File: config.mk
export PLATFORM = sky130hd
export DESIGN_NAME = servo_csp_target_guard
export DESIGN_NICKNAME = d
export VERILOG_FILES = /design/src/hdl/sctg_pkg.sv /design/src/hdl/sctg_front.sv /design/src/hdl/sctg_queue.sv /design/src/hdl/sctg_back.sv /design/src/hdl/servo_csp_target_guard.sv
export SDC_FILE = /design/constraint.sdc
export NUM_CORES = 1
export LEC_CHECK = 0
export BUFFER_PORTS_ARGS = -buffer_cell sky130_fd_sc_hd__buf_2
export CORE_UTILIZATION = 30
export CTS_BUF_LIST = sky130_fd_sc_hd__clkbuf_16
export DETAILED_ROUTE_END_ITERATION = 8
export GPL_ROUTABILITY_DRIVEN = 0
export PLACE_DENSITY = 0.52
export SLEW_MARGIN = 20
export SYNTH_ARGS = -nofsm -noshare
export SYNTH_HDL_FRONTEND = slang
export SYNTH_HIERARCHICAL = 1
export SYNTH_SLANG_ARGS = --single-unit
File: constraint.sdc
create_clock -name clk -period 10.55 [get_ports clk]
set_input_delay 2.11 -clock clk [delete_from_list [all_inputs] [get_ports clk]]
set_output_delay 2.11 -clock clk [all_outputs]
set_load 0.005 [all_outputs]
File: src/hdl/sctg_pkg.sv
// Shared types, constants and control word decode for the servo target guard.
package sctg_pkg;

  localparam int unsigned QUEUE_DEPTH = 2;

  localparam int unsigned CFG_IDX_W  = 2;
  localparam int unsigned CFG_DATA_W = 32;

  localparam logic [CFG_IDX_W-1:0] CFG_REQ_VALID = 2'd0;
  localparam logic [CFG_IDX_W-1:0] CFG_MAX_JUMP  = 2'd1;
  localparam logic [CFG_IDX_W-1:0] CFG_MAX_STEP  = 2'd2;

  localparam logic [31:0] REQ_VALID_RST = 32'd100;
  localparam logic [30:0] MAX_JUMP_RST  = 31'd7282;
  localparam logic [30:0] MAX_STEP_RST  = 31'd3;

  localparam logic [15:0] DS_MASK = 16'h006F;

  localparam logic [6:0] DS_FAULT        = 7'h08;
  localparam logic [6:0] DS_SW_ON_DIS    = 7'h40;
  localparam logic [6:0] DS_READY_SW_ON  = 7'h21;
  localparam logic [6:0] DS_SWITCHED_ON  = 7'h23;
  localparam logic [6:0] DS_OP_ENABLED   = 7'h27;

  localparam logic [7:0] CTRL_FAULT_ACK  = 8'h80;
  localparam logic [7:0] CTRL_PREPARE    = 8'h06;
  localparam logic [7:0] CTRL_ARM        = 8'h07;
  localparam logic [7:0] CTRL_ENABLE_OP  = 8'h0F;
  localparam logic [7:0] CTRL_IDLE       = 8'h00;

  typedef struct packed {
    logic [31:0] req_valid;
    logic [30:0] max_jump;
    logic [30:0] max_step;
  } cfg_t;

  typedef struct packed {
    logic signed [31:0] actual_position;
    logic signed [31:0] command_position;
    logic [6:0]         state_code;
    logic               frame_valid;
    logic               active;
    logic               activate;
  } item_t;

  function automatic logic [7:0] drive_control(input logic [6:0] ds, input logic seeded);
    logic [7:0] cw;
    case (ds)
      DS_FAULT:       cw = CTRL_FAULT_ACK;
      DS_SW_ON_DIS:   cw = CTRL_PREPARE;
      DS_READY_SW_ON: cw = CTRL_ARM;
      default: begin
        if (ds inside {DS_SWITCHED_ON, DS_OP_ENABLED}) begin
          cw = seeded ? CTRL_ENABLE_OP : CTRL_ARM;
        end else begin
          cw = CTRL_PREPARE;
        end
      end
    endcase
    return cw;
  endfunction

endpackage

File: src/hdl/sctg_front.sv
// Front end: accepts items, tracks activation edges and classifies each frame.
module sctg_front (
  input  logic                 clk,
  input  logic                 rst_n,
  input  logic                 in_valid,
  input  logic                 in_ready,
  input  logic signed [31:0]   in_actual_position,
  input  logic [15:0]          in_drive_status,
  input  logic                 in_frame_good,
  input  logic signed [31:0]   in_command_position,
  input  logic                 in_active,
  output sctg_pkg::item_t      item
);
  import sctg_pkg::*;

  logic       active_before_r;
  logic       active_before_nxt;
  logic [15:0] ds_full;

  assign ds_full = in_drive_status & DS_MASK;

  always_comb begin
    item.actual_position  = in_actual_position;
    item.command_position = in_command_position;
    item.state_code       = ds_full[6:0];
    item.frame_valid      = in_frame_good && (in_drive_status != 16'h0000);
    item.active           = in_active;
    item.activate         = in_active && !active_before_r;
  end

  always_comb begin
    active_before_nxt = active_before_r;
    if (in_valid && in_ready) begin
      active_before_nxt = in_active;
    end
  end

  always_ff @(posedge clk) begin
    if (!rst_n) begin
      active_before_r <= 1'b0;
    end else begin
      active_before_r <= active_before_nxt;
    end
  end

endmodule

File: src/hdl/sctg_queue.sv
// Short item queue between the front and back ends.
module sctg_queue #(
  parameter int unsigned DEPTH = sctg_pkg::QUEUE_DEPTH
) (
  input  logic            clk,
  input  logic            rst_n,
  input  logic            wr_valid,
  output logic            wr_ready,
  input  sctg_pkg::item_t wr_item,
  output logic            rd_valid,
  input  logic            rd_ready,
  output sctg_pkg::item_t rd_item
);
  import sctg_pkg::*;

  localparam int unsigned AW = (DEPTH > 1) ? $clog2(DEPTH) : 1;
  localparam int unsigned CW = $clog2(DEPTH + 1);
  localparam logic [AW-1:0] LAST = AW'(DEPTH - 1);
  localparam logic [CW-1:0] FULL = CW'(DEPTH);

  item_t         mem_r [DEPTH];
  logic [AW-1:0] wr_ptr_r, wr_ptr_nxt;
  logic [AW-1:0] rd_ptr_r, rd_ptr_nxt;
  logic [CW-1:0] count_r, count_nxt;
  logic          push, pop;

  assign wr_ready = (count_r != FULL);
  assign rd_valid = (count_r != '0);
  assign rd_item  = mem_r[rd_ptr_r];
  assign push     = wr_valid && wr_ready;
  assign pop      = rd_valid && rd_ready;

  always_comb begin
    wr_ptr_nxt = wr_ptr_r;
    rd_ptr_nxt = rd_ptr_r;
    count_nxt  = count_r;
    if (push) begin
      wr_ptr_nxt = (wr_ptr_r == LAST) ? '0 : wr_ptr_r + 1'b1;
    end
    if (pop) begin
      rd_ptr_nxt = (rd_ptr_r == LAST) ? '0 : rd_ptr_r + 1'b1;
    end
    if (push && !pop) begin
      count_nxt = count_r + 1'b1;
    end else if (pop && !push) begin
      count_nxt = count_r - 1'b1;
    end
  end

  always_ff @(posedge clk) begin
    if (!rst_n) begin
      wr_ptr_r <= '0;
      rd_ptr_r <= '0;
      count_r  <= '0;
    end else begin
      wr_ptr_r <= wr_ptr_nxt;
      rd_ptr_r <= rd_ptr_nxt;
      count_r  <= count_nxt;
    end
  end

  always_ff @(posedge clk) begin
    if (push) begin
      mem_r[wr_ptr_r] <= wr_item;
    end
  end

endmodule

File: src/hdl/sctg_back.sv
// Back end: feedback state, jump guard, slew limit and registered result.
module sctg_back (
  input  logic                clk,
  input  logic                rst_n,
  input  sctg_pkg::cfg_t      cfg,
  input  logic                q_valid,
  output logic                q_ready,
  input  sctg_pkg::item_t     q_item,
  output logic                out_valid,
  input  logic                out_ready,
  output logic signed [31:0]  out_target_position,
  output logic                out_target_valid,
  output logic [7:0]          out_control_word,
  output logic signed [32:0]  out_position_delta,
  output logic                out_command_rejected
);
  import sctg_pkg::*;

  logic               seeded_r, seeded_nxt;
  logic [31:0]        count_r, count_nxt;
  logic signed [31:0] lvp_r, lvp_nxt;
  logic signed [31:0] ht_r, ht_nxt;
  logic signed [32:0] delta_r, delta_nxt;
  logic               ov_r, ov_nxt;
  logic signed [31:0] otp_r;
  logic               otv_r;
  logic [7:0]         ocw_r;
  logic signed [32:0] odl_r;
  logic               orj_r;

  logic               take;
  logic               seeded0;
  logic [31:0]        count0;
  logic signed [31:0] ht0;
  logic               follow;
  logic               rejected;
  logic signed [32:0] jump;
  logic [32:0]        mag;
  logic [30:0]        step;
  logic signed [32:0] step33;
  logic signed [32:0] diff;
  logic signed [31:0] slewed;

  assign q_ready = !ov_r || out_ready;
  assign take    = q_valid && q_ready;

  always_comb begin
    seeded0 = q_item.activate ? 1'b0 : seeded_r;
    count0  = q_item.activate ? '0 : count_r;

    seeded_nxt = seeded0 || q_item.frame_valid;
    if (q_item.frame_valid) begin
      count_nxt = (count0 == '1) ? count0 : count0 + 32'd1;
      lvp_nxt   = q_item.actual_position;
      delta_nxt = seeded0 ? ($signed({q_item.actual_position[31], q_item.actual_position})
                           - $signed({lvp_r[31], lvp_r})) : '0;
    end else begin
      count_nxt = '0;
      lvp_nxt   = lvp_r;
      delta_nxt = delta_r;
    end
    ht0 = (q_item.frame_valid && !seeded0) ? q_item.actual_position : ht_r;

    follow = seeded_nxt && q_item.active && (q_item.state_code == DS_OP_ENABLED)
             && (count_nxt >= cfg.req_valid);
    jump = $signed({q_item.command_position[31], q_item.command_position})
           - $signed({lvp_nxt[31], lvp_nxt});
    mag  = jump[32] ? 33'(-jump) : 33'(jump);
    rejected = follow && (mag > {2'b00, cfg.max_jump});

    step   = (cfg.max_step == '0) ? 31'd1 : cfg.max_step;
    step33 = $signed({2'b00, step});
    diff   = $signed({q_item.command_position[31], q_item.command_position})
             - $signed({ht0[31], ht0});
    if (diff > step33) begin
      slewed = ht0 + $signed({1'b0, step});
    end else if (diff < -step33) begin
      slewed = ht0 - $signed({1'b0, step});
    end else begin
      slewed = q_item.command_position;
    end

    if (!seeded_nxt) begin
      ht_nxt = ht0;
    end else if (!q_item.active) begin
      ht_nxt = q_item.actual_position;
    end else if (follow && !rejected) begin
      ht_nxt = slewed;
    end else begin
      ht_nxt = ht0;
    end
  end

  always_comb begin
    ov_nxt = ov_r;
    if (take) begin
      ov_nxt = 1'b1;
    end else if (out_ready) begin
      ov_nxt = 1'b0;
    end
  end

  always_ff @(posedge clk) begin
    if (!rst_n) begin
      ov_r     <= 1'b0;
      seeded_r <= 1'b0;
      count_r  <= '0;
      lvp_r    <= '0;
      ht_r     <= '0;
      delta_r  <= '0;
    end else begin
      ov_r <= ov_nxt;
      if (take) begin
        seeded_r <= seeded_nxt;
        count_r  <= count_nxt;
        lvp_r    <= lvp_nxt;
        ht_r     <= ht_nxt;
        delta_r  <= delta_nxt;
      end
    end
  end

  always_ff @(posedge clk) begin
    if (take) begin
      otp_r <= seeded_nxt ? ht_nxt : '0;
      otv_r <= seeded_nxt;
      ocw_r <= q_item.active ? drive_control(q_item.state_code, seeded_nxt) : CTRL_IDLE;
      odl_r <= delta_nxt;
      orj_r <= rejected;
    end
  end

  assign out_valid            = ov_r;
  assign out_target_position  = otp_r;
  assign out_target_valid     = otv_r;
  assign out_control_word     = ocw_r;
  assign out_position_delta   = odl_r;
  assign out_command_rejected = orj_r;

endmodule

File: src/hdl/servo_csp_target_guard.sv
// Top level of the servo position target guard: config registers, front, queue, back.
//
//  channel  | handshake             | payload
//  ---------+-----------------------+------------------------------------------------
//  in       | in_valid / in_ready   | actual_position, drive_status, frame_good,
//           |                       | command_position, active
//  out      | out_valid / out_ready | target_position, target_valid, control_word,
//           |                       | position_delta, command_rejected
//  cfg      | cfg_we                | cfg_index, cfg_data
//
//  One item per clock sustained while out_ready is high; an item's result appears in
//  the cycle after it leaves the queue, via queue memory then the result registers.
//  The back end's per-item state update (run count, target slew) sets this rate.
//  Reset is synchronous; control and state return to defaults, data is not cleared.
//  A stalled output holds its result; the queue keeps taking items until it is full.
module servo_csp_target_guard #(
  parameter int unsigned QUEUE_DEPTH = sctg_pkg::QUEUE_DEPTH
) (
  input  logic                              clk,
  input  logic                              rst_n,
  input  logic                              in_valid,
  output logic                              in_ready,
  input  logic signed [31:0]                in_actual_position,
  input  logic [15:0]                       in_drive_status,
  input  logic                              in_frame_good,
  input  logic signed [31:0]                in_command_position,
  input  logic                              in_active,
  output logic                              out_valid,
  input  logic                              out_ready,
  output logic signed [31:0]                out_target_position,
  output logic                              out_target_valid,
  output logic [7:0]                        out_control_word,
  output logic signed [32:0]                out_position_delta,
  output logic                              out_command_rejected,
  input  logic                              cfg_we,
  input  logic [sctg_pkg::CFG_IDX_W-1:0]    cfg_index,
  input  logic [sctg_pkg::CFG_DATA_W-1:0]   cfg_data
);
  import sctg_pkg::*;

  cfg_t  cfg_r, cfg_nxt;
  item_t front_item;
  item_t q_item;
  logic  q_valid;
  logic  q_ready;

  always_comb begin
    cfg_nxt = cfg_r;
    if (cfg_we) begin
      case (cfg_index)
        CFG_REQ_VALID: cfg_nxt.req_valid = cfg_data;
        CFG_MAX_JUMP:  cfg_nxt.max_jump  = cfg_data[30:0];
        CFG_MAX_STEP:  cfg_nxt.max_step  = cfg_data[30:0];
        default:       cfg_nxt = cfg_r;
      endcase
    end
  end

  always_ff @(posedge clk) begin
    if (!rst_n) begin
      cfg_r.req_valid <= REQ_VALID_RST;
      cfg_r.max_jump  <= MAX_JUMP_RST;
      cfg_r.max_step  <= MAX_STEP_RST;
    end else begin
      cfg_r <= cfg_nxt;
    end
  end

  sctg_front u_front (
    .clk                 (clk),
    .rst_n               (rst_n),
    .in_valid            (in_valid),
    .in_ready            (in_ready),
    .in_actual_position  (in_actual_position),
    .in_drive_status     (in_drive_status),
    .in_frame_good       (in_frame_good),
    .in_command_position (in_command_position),
    .in_active           (in_active),
    .item                (front_item)
  );

  sctg_queue #(
    .DEPTH (QUEUE_DEPTH)
  ) u_queue (
    .clk      (clk),
    .rst_n    (rst_n),
    .wr_valid (in_valid),
    .wr_ready (in_ready),
    .wr_item  (front_item),
    .rd_valid (q_valid),
    .rd_ready (q_ready),
    .rd_item  (q_item)
  );

  sctg_back u_back (
    .clk                  (clk),
    .rst_n                (rst_n),
    .cfg                  (cfg_r),
    .q_valid              (q_valid),
    .q_ready              (q_ready),
    .q_item               (q_item),
    .out_valid            (out_valid),
    .out_ready            (out_ready),
    .out_target_position  (out_target_position),
    .out_target_valid     (out_target_valid),
    .out_control_word     (out_control_word),
    .out_position_delta   (out_position_delta),
    .out_command_rejected (out_command_rejected)
  );

endmodule

-- Yosys cells after proc, flatten, opt, wreduce, memory -nomap -nowiden
Memories as Yosys holds them, arrays and structs flattened. A register that Yosys moved wholly into a read port is not among the register bits.
Index checks and enable logic that the tools add are counted.
- register bits: 305
- latch bits: 0
- bits in writable memories: 146
- ROM bits: 0
- input bits: 121
- output and inout bits: 77
- logic and storage cells: 102
- memories kept: 1
- add/subtract/negate cells: 12
- multipliers: 0
- div/mod/pow operators: 0
- $lt $le $gt $ge: 4
- equality and inequality tests: 9
- shift-type cells: 0
- mux-type cells: 28
- bitwise logic cells: 0
- reductions and logical operators: 30
- memories (name ; words ; bits a word ; rd ports ; clocked after memory_dff ; write ports ; line ; RTL):
    u_queue.mem_r ; 2 ; 73 ; 1 ; 1 ; 1 ; sctg_queue.sv:21 ; item_t mem_r [DEPTH];
- operator list (kind ; number):
    $mux W32 ; 10
    $mux W33 ; 3
    $sub A32 B32 Y33 ; 3
    $gt A33 B31 Y1 ; 1
    $gt A33 B32 Y1 ; 1
    $lt A33 B33 Y1 ; 1
    $neg A31 Y33 ; 1
    $neg A33 Y33 ; 1
    $add A32 B1 Y32 const B ; 1
    $add A32 B32 Y32 ; 1
    $eq A32 B32 Y1 const B ; 1
    $ge A32 B32 Y1 ; 1
    $sub A32 B32 Y32 ; 1
    $logic_not A31 Y1 ; 1
    $mux W31 ; 1
    $pmux W8 S3 ; 1
    $eq A7 B6 Y1 const B ; 3
    $reduce_bool A16 Y1 ; 1
    $logic_and A1 B1 Y1 ; 12
    $mux W1 ; 9
    $mux W8 ; 1
    $reduce_bool A2 Y1 ; 4
    $eq A7 B4 Y1 const B ; 1
    $eq A7 B7 Y1 const B ; 1
    other kinds (12) ; 22

-- Depth between registers and ports, before layout
- depth after elaboration: 12
- depth in mapped cells: 39
- gate-level depth less buffers: 33

-- By module
Netlist, hierarchy kept.
- by module, submodules not included (module ; times used ; cells each ; area an instance (sq um) ; seq. area each (sq um)):
    sctg_back ; 1 ; 3061 ; 23216.0 ; 4754.6
    sctg_queue ; 1 ; 254 ; 5575.3 ; 4544.4
    servo_csp_target_guard ; 1 ; 350 ; 3644.7 ; 1881.8
    sctg_front ; 1 ; 84 ; 629.4 ; 20.0

-- Worst setup path before layout
OpenSTA, ideal clock, no wires.
- kind: reg2reg
- start: reg (tool-made name)
- end: reg u_back.otp_r[24] (netlist: u_back/out_target_position[24]) (data pin)
- library setup time: 0.254 ns
- data arrival time: 7.735 ns
- required time: 10.296 ns
- setup slack: 2.560 ns
- stages on the path, launching flop included: 36
- buffers on the path: 6
- clock period less this slack: 7.990 ns
- cell sequence: dfxtp_1 > buf_2 > buf_4 > mux2_2 > nor2b_1 > nand2b_1 > clkbuf_1 > clkbuf_1 > mux2i_1 > ha_1 > nor2b_1 > o31a_1 > nor4_1 > or3_1 > a211oi_1 > o21a_1 > o21ai_0 > a21boi_0 > o21ai_0 > a21boi_0 > or4_1 > nand3_1 > ha_1 > nand2_1 > nor2_1 > nand2_1 > nor4_1 > nor2_1 > a21oi_1 > o21ai_1 > nand2_1 > clkbuf_1 > buf_1 > o211ai_1 > a31o_2 > o21a_1
- RTL lines (element ; line ; RTL):
    end signal: assignment ; sctg_back.sv:125 ; otp_r <= seeded_nxt ? ht_nxt : '0;
    end: declaration ; sctg_back.sv:25 ; logic signed [31:0] otp_r;

==> results_dict.tcl <==
set metrics [dict create \
    wl_um 117000 \
    ant_nets 0 \
    hold_depth 2 \
    clock_path_buffers 3 \
    cts-buffers-inserted 49 \
    setup_viol 0 \
    cts_tree "yes" \
    yosysSeqAreaShare_pct 33.9 \
    wire_per_inst_um 22.4 \
    hp-class "flip-flop to flip-flop" \
    syn_avg_cell_area_um2 8.82 \
    route.detailed.drc 0 \
    worstMarginPinSlew_ns 0.961 \
    synth_seq_cells 450 \
    grt_max_degree 138 \
    rsz0062_at_grt "false" \
    ios 198 \
    initial_utilization_pct 30.3 \
    ys_types 110 \
    grt_pass1_vias 25900 \
    max_freq_mhz 111 \
    clkLatencyLatePin_ns 0.62 \
    cts_resized 0 \
    post-dp-hpwl_um 92100 \
    worst_hold_path.endpoint "cfg_r[92]$_SDFFE_PN0P_" \
    cts_setup_buffers 0 \
    r2r_setup_slack_ns 1.55 \
    slew_headroom_pct 35.7 \
    vias 28000 \
    worstPathArrival_ns 9.34 \
    die_y_um 334 \
    maxCapViolCount 0 \
    cp.required_ns 10.88 \
    min_period_over_period_pct 85.3 \
    fin_tns_setup_ns 0 \
    cts.clk_slew.worst_paths_ns 0.07 \
    drtIter0Drc 2849 \
    ctsHoldBuffers 0 \
    io_buffers 194 \
    synth_area_um2 33100 \
    worstRegToRegCells 29 \
    crit_type "flip-flop to flip-flop" \
    syn_to_final_growth_pct 9.91 \
    core_um2 109000 \
    rows 121 \
    slew_viol_final 0 \
    cp-start-kind "flip-flop" \
    synth_cells 3749 \
    ys.flop_type "dfxtp_1" \
    die-area_um2 112000 \
    crit_path_max_incr_delay_ns 0.75 \
    status "finished, final reports clean" \
    drt_pass1_iterations 6 \
    synthArstFlopShare_pct 0 \
    yosysWarnings 6 \
    r2r_end "u_back/out_target_position[15]$_SDFFCE_PP0P_" \
    min_from "cfg_r[92]$_SDFFE_PN0P_" \
    h-tree-depth 2 \
    path_max_fanout 47 \
    grt_pass1_wl_um 171000 \
    grt_antenna_before_repair 2 \
    cts.sinks 450 \
    grt_overflow 0 \
    hold_violations 0 \
    die_w_um 334 \
    nNetsFinal 4182 \
    finClkSkew_ns 0.0229 \
    cts-root-buf "clkbuf_16" \
    synth_edf_count 219 \
    crit_slowest_cell "nor3_4" \
    crit_path_end_kind "flip-flop" \
    drive_above_1_share_pct 12.6 \
    fin_crit_ns 9.00 \
    routed_via_density 5.37 \
    grt_usage_pct 20.3 \
]
-- placed cells by master (no fill, tap or decap), types with 26 or more instances in the layout --
| cell | count |
|---|---|
| and2_1 | 35 |
| dfxtp_1 | 230 |
| nor4_1 | 31 |
| nand4_1 | 41 |
| nor2_1 | 289 |
| edfxtp_1 | 219 |
| a31oi_1 | 47 |
| nand2_1 | 336 |
| nor3_1 | 76 |
| a211oi_1 | 81 |
| o211ai_1 | 34 |
| a21oi_1 | 246 |
| o22ai_1 | 29 |
| buf_4 | 46 |
| nand2b_1 | 44 |
| clkbuf_16 | 50 |
| buf_2 | 193 |
| mux2_2 | 88 |
| nor2b_1 | 49 |
| mux2i_1 | 156 |
| xor2_1 | 36 |
| o31ai_1 | 26 |
| o21a_1 | 37 |
| a21o_1 | 76 |
| and3_1 | 28 |
| ha_1 | 289 |
| xnor2_1 | 110 |
| nand3_1 | 79 |
| o21ai_0 | 166 |
| or3_1 | 30 |
| inv_1 | 281 |
-- how the worst max path moves through the flow --
stage	from	to	cells after the start
global placement	flip-flop	u_back/out_target_position[27]$_SDFFCE_PP0P_	30
floorplan	flip-flop	u_back/out_target_position[24]$_SDFFCE_PP0P_	35
CTS	flip-flop	u_back/out_target_position[15]$_SDFFCE_PP0P_	29
detailed placement	flip-flop	u_back/out_target_position[15]$_SDFFCE_PP0P_	29
finish	flip-flop	u_back/out_target_position[15]$_SDFFCE_PP0P_	29
global route	flip-flop	u_back/out_target_position[6]$_SDFFCE_PP0P_	35
-- Yosys cell counts, types with 31 or more instances --
| master | count | share of area [%] |
|---|---|---|
| o21a_1 | 37 | 0.84 |
| nand2b_1 | 45 | 0.85 |
| o211ai_1 | 34 | 0.77 |
| nand4_1 | 41 | 0.78 |
| clkbuf_1 | 147 | 1.7 |
| nor3_1 | 77 | 1.2 |
| o21ai_0 | 166 | 2.5 |
| dfxtp_1 | 231 | 14 |
| buf_4 | 91 | 2.1 |
| a21o_1 | 76 | 1.7 |
| inv_1 | 275 | 3.1 |
| nand2_1 | 337 | 3.8 |
| nor2b_1 | 49 | 0.93 |
| edfxtp_1 | 219 | 20 |
| a211oi_1 | 81 | 1.8 |
| and2_1 | 35 | 0.66 |
| a21oi_1 | 246 | 3.7 |
| nor2_1 | 292 | 3.3 |
| a31oi_1 | 47 | 0.89 |
| xor2_1 | 36 | 0.95 |
| xnor2_1 | 110 | 2.9 |
| nor4_1 | 31 | 0.59 |
| mux2i_1 | 156 | 4.7 |
| ha_1 | 289 | 11 |
| mux2_2 | 89 | 3.0 |
| nand3_1 | 79 | 1.2 |
-- cell families (layout without fill, tap and decap cells) --
family          Yosys count  in the layout  synth area share (%)
fa+ha+maj               294            294                  11.2
simple gates           1113           1113                  16.3
compound gates          943            943                  19.2
mux                     245            245                  7.75
buf+inv                 555            609                  7.69
flops                   450            450                  33.9
other cells               2              6                0.0227
xor+xnor                147            147                  3.92
-- registers in the layout, summed over array words and instances (netlist names), 4 cells and up, named ones only --
register	flops
cfg_r	94
u_back/count_r	32
u_back/delta_r	33
u_back/ht_r	32
u_back/lvp_r	32
u_back/out_control_word	4
u_back/out_position_delta	33
u_back/out_target_position	32
u_queue/mem_r	148
-- worst max-delay path, delay by kind of cell (launching register included) --
family | cells | cell delay (ns)
XOR/XNOR | 1 | 0.16
AO/OA/AOI/OAI | 16 | 3.27
AND/OR/NAND/NOR | 4 | 1.78
buffers and inverters | 4 | 1.29
adder cells (fa/ha/maj) | 2 | 0.80
multiplexers | 2 | 1.01
flip-flops | 1 | 0.38
-- metal layers --
metal | vias to the layer above | wire length [um] | part of all wire, % | GRT usage [%]
met5 | - | 0 | 0 | 0
met4 | 0 | 4160 | 3.5 | 7.09
met3 | 141 | 7400 | 6.3 | 2.48
met2 | 1068 | 52300 | 45 | 32.2
met1 | 13300 | 53300 | 45 | 28.2
li1 | 13500 | - | - | -
-- final cells by class --
class,instances,area (um^2)
fillers,11300,72700
diodes,1,2.50
multi-input cells,2747,19400
repair buffers,240,1330
clock buffers,50,1250
clock inverters,40,354
inverters,279,1050
flip-flops and latches,450,11200
well taps,1414,1770
-- per-stage QoR --
stage | setup slack (ns) | area, um^2 | utilization [%] | std cells | hold slack, ns
floorplan | 2.56 | 33100 | - | 3752 | 0.432
global placement | 1.79 | 34700 | 31.9 | 5130 | 0.442
detailed placement | 1.68 | 34700 | 31.9 | 5130 | 0.444
CTS | 1.66 | 36300 | 33.3 | 5220 | 0.452
global route | 0.894 | 36300 | 33.3 | 5220 | 0.470
finish | 1.55 | 36300 | 33.3 | 5221 | 0.453
Power is left out: the tool's default activity adds up to more than one toggle a clock period on the data nets, which glitch-free logic cannot reach.
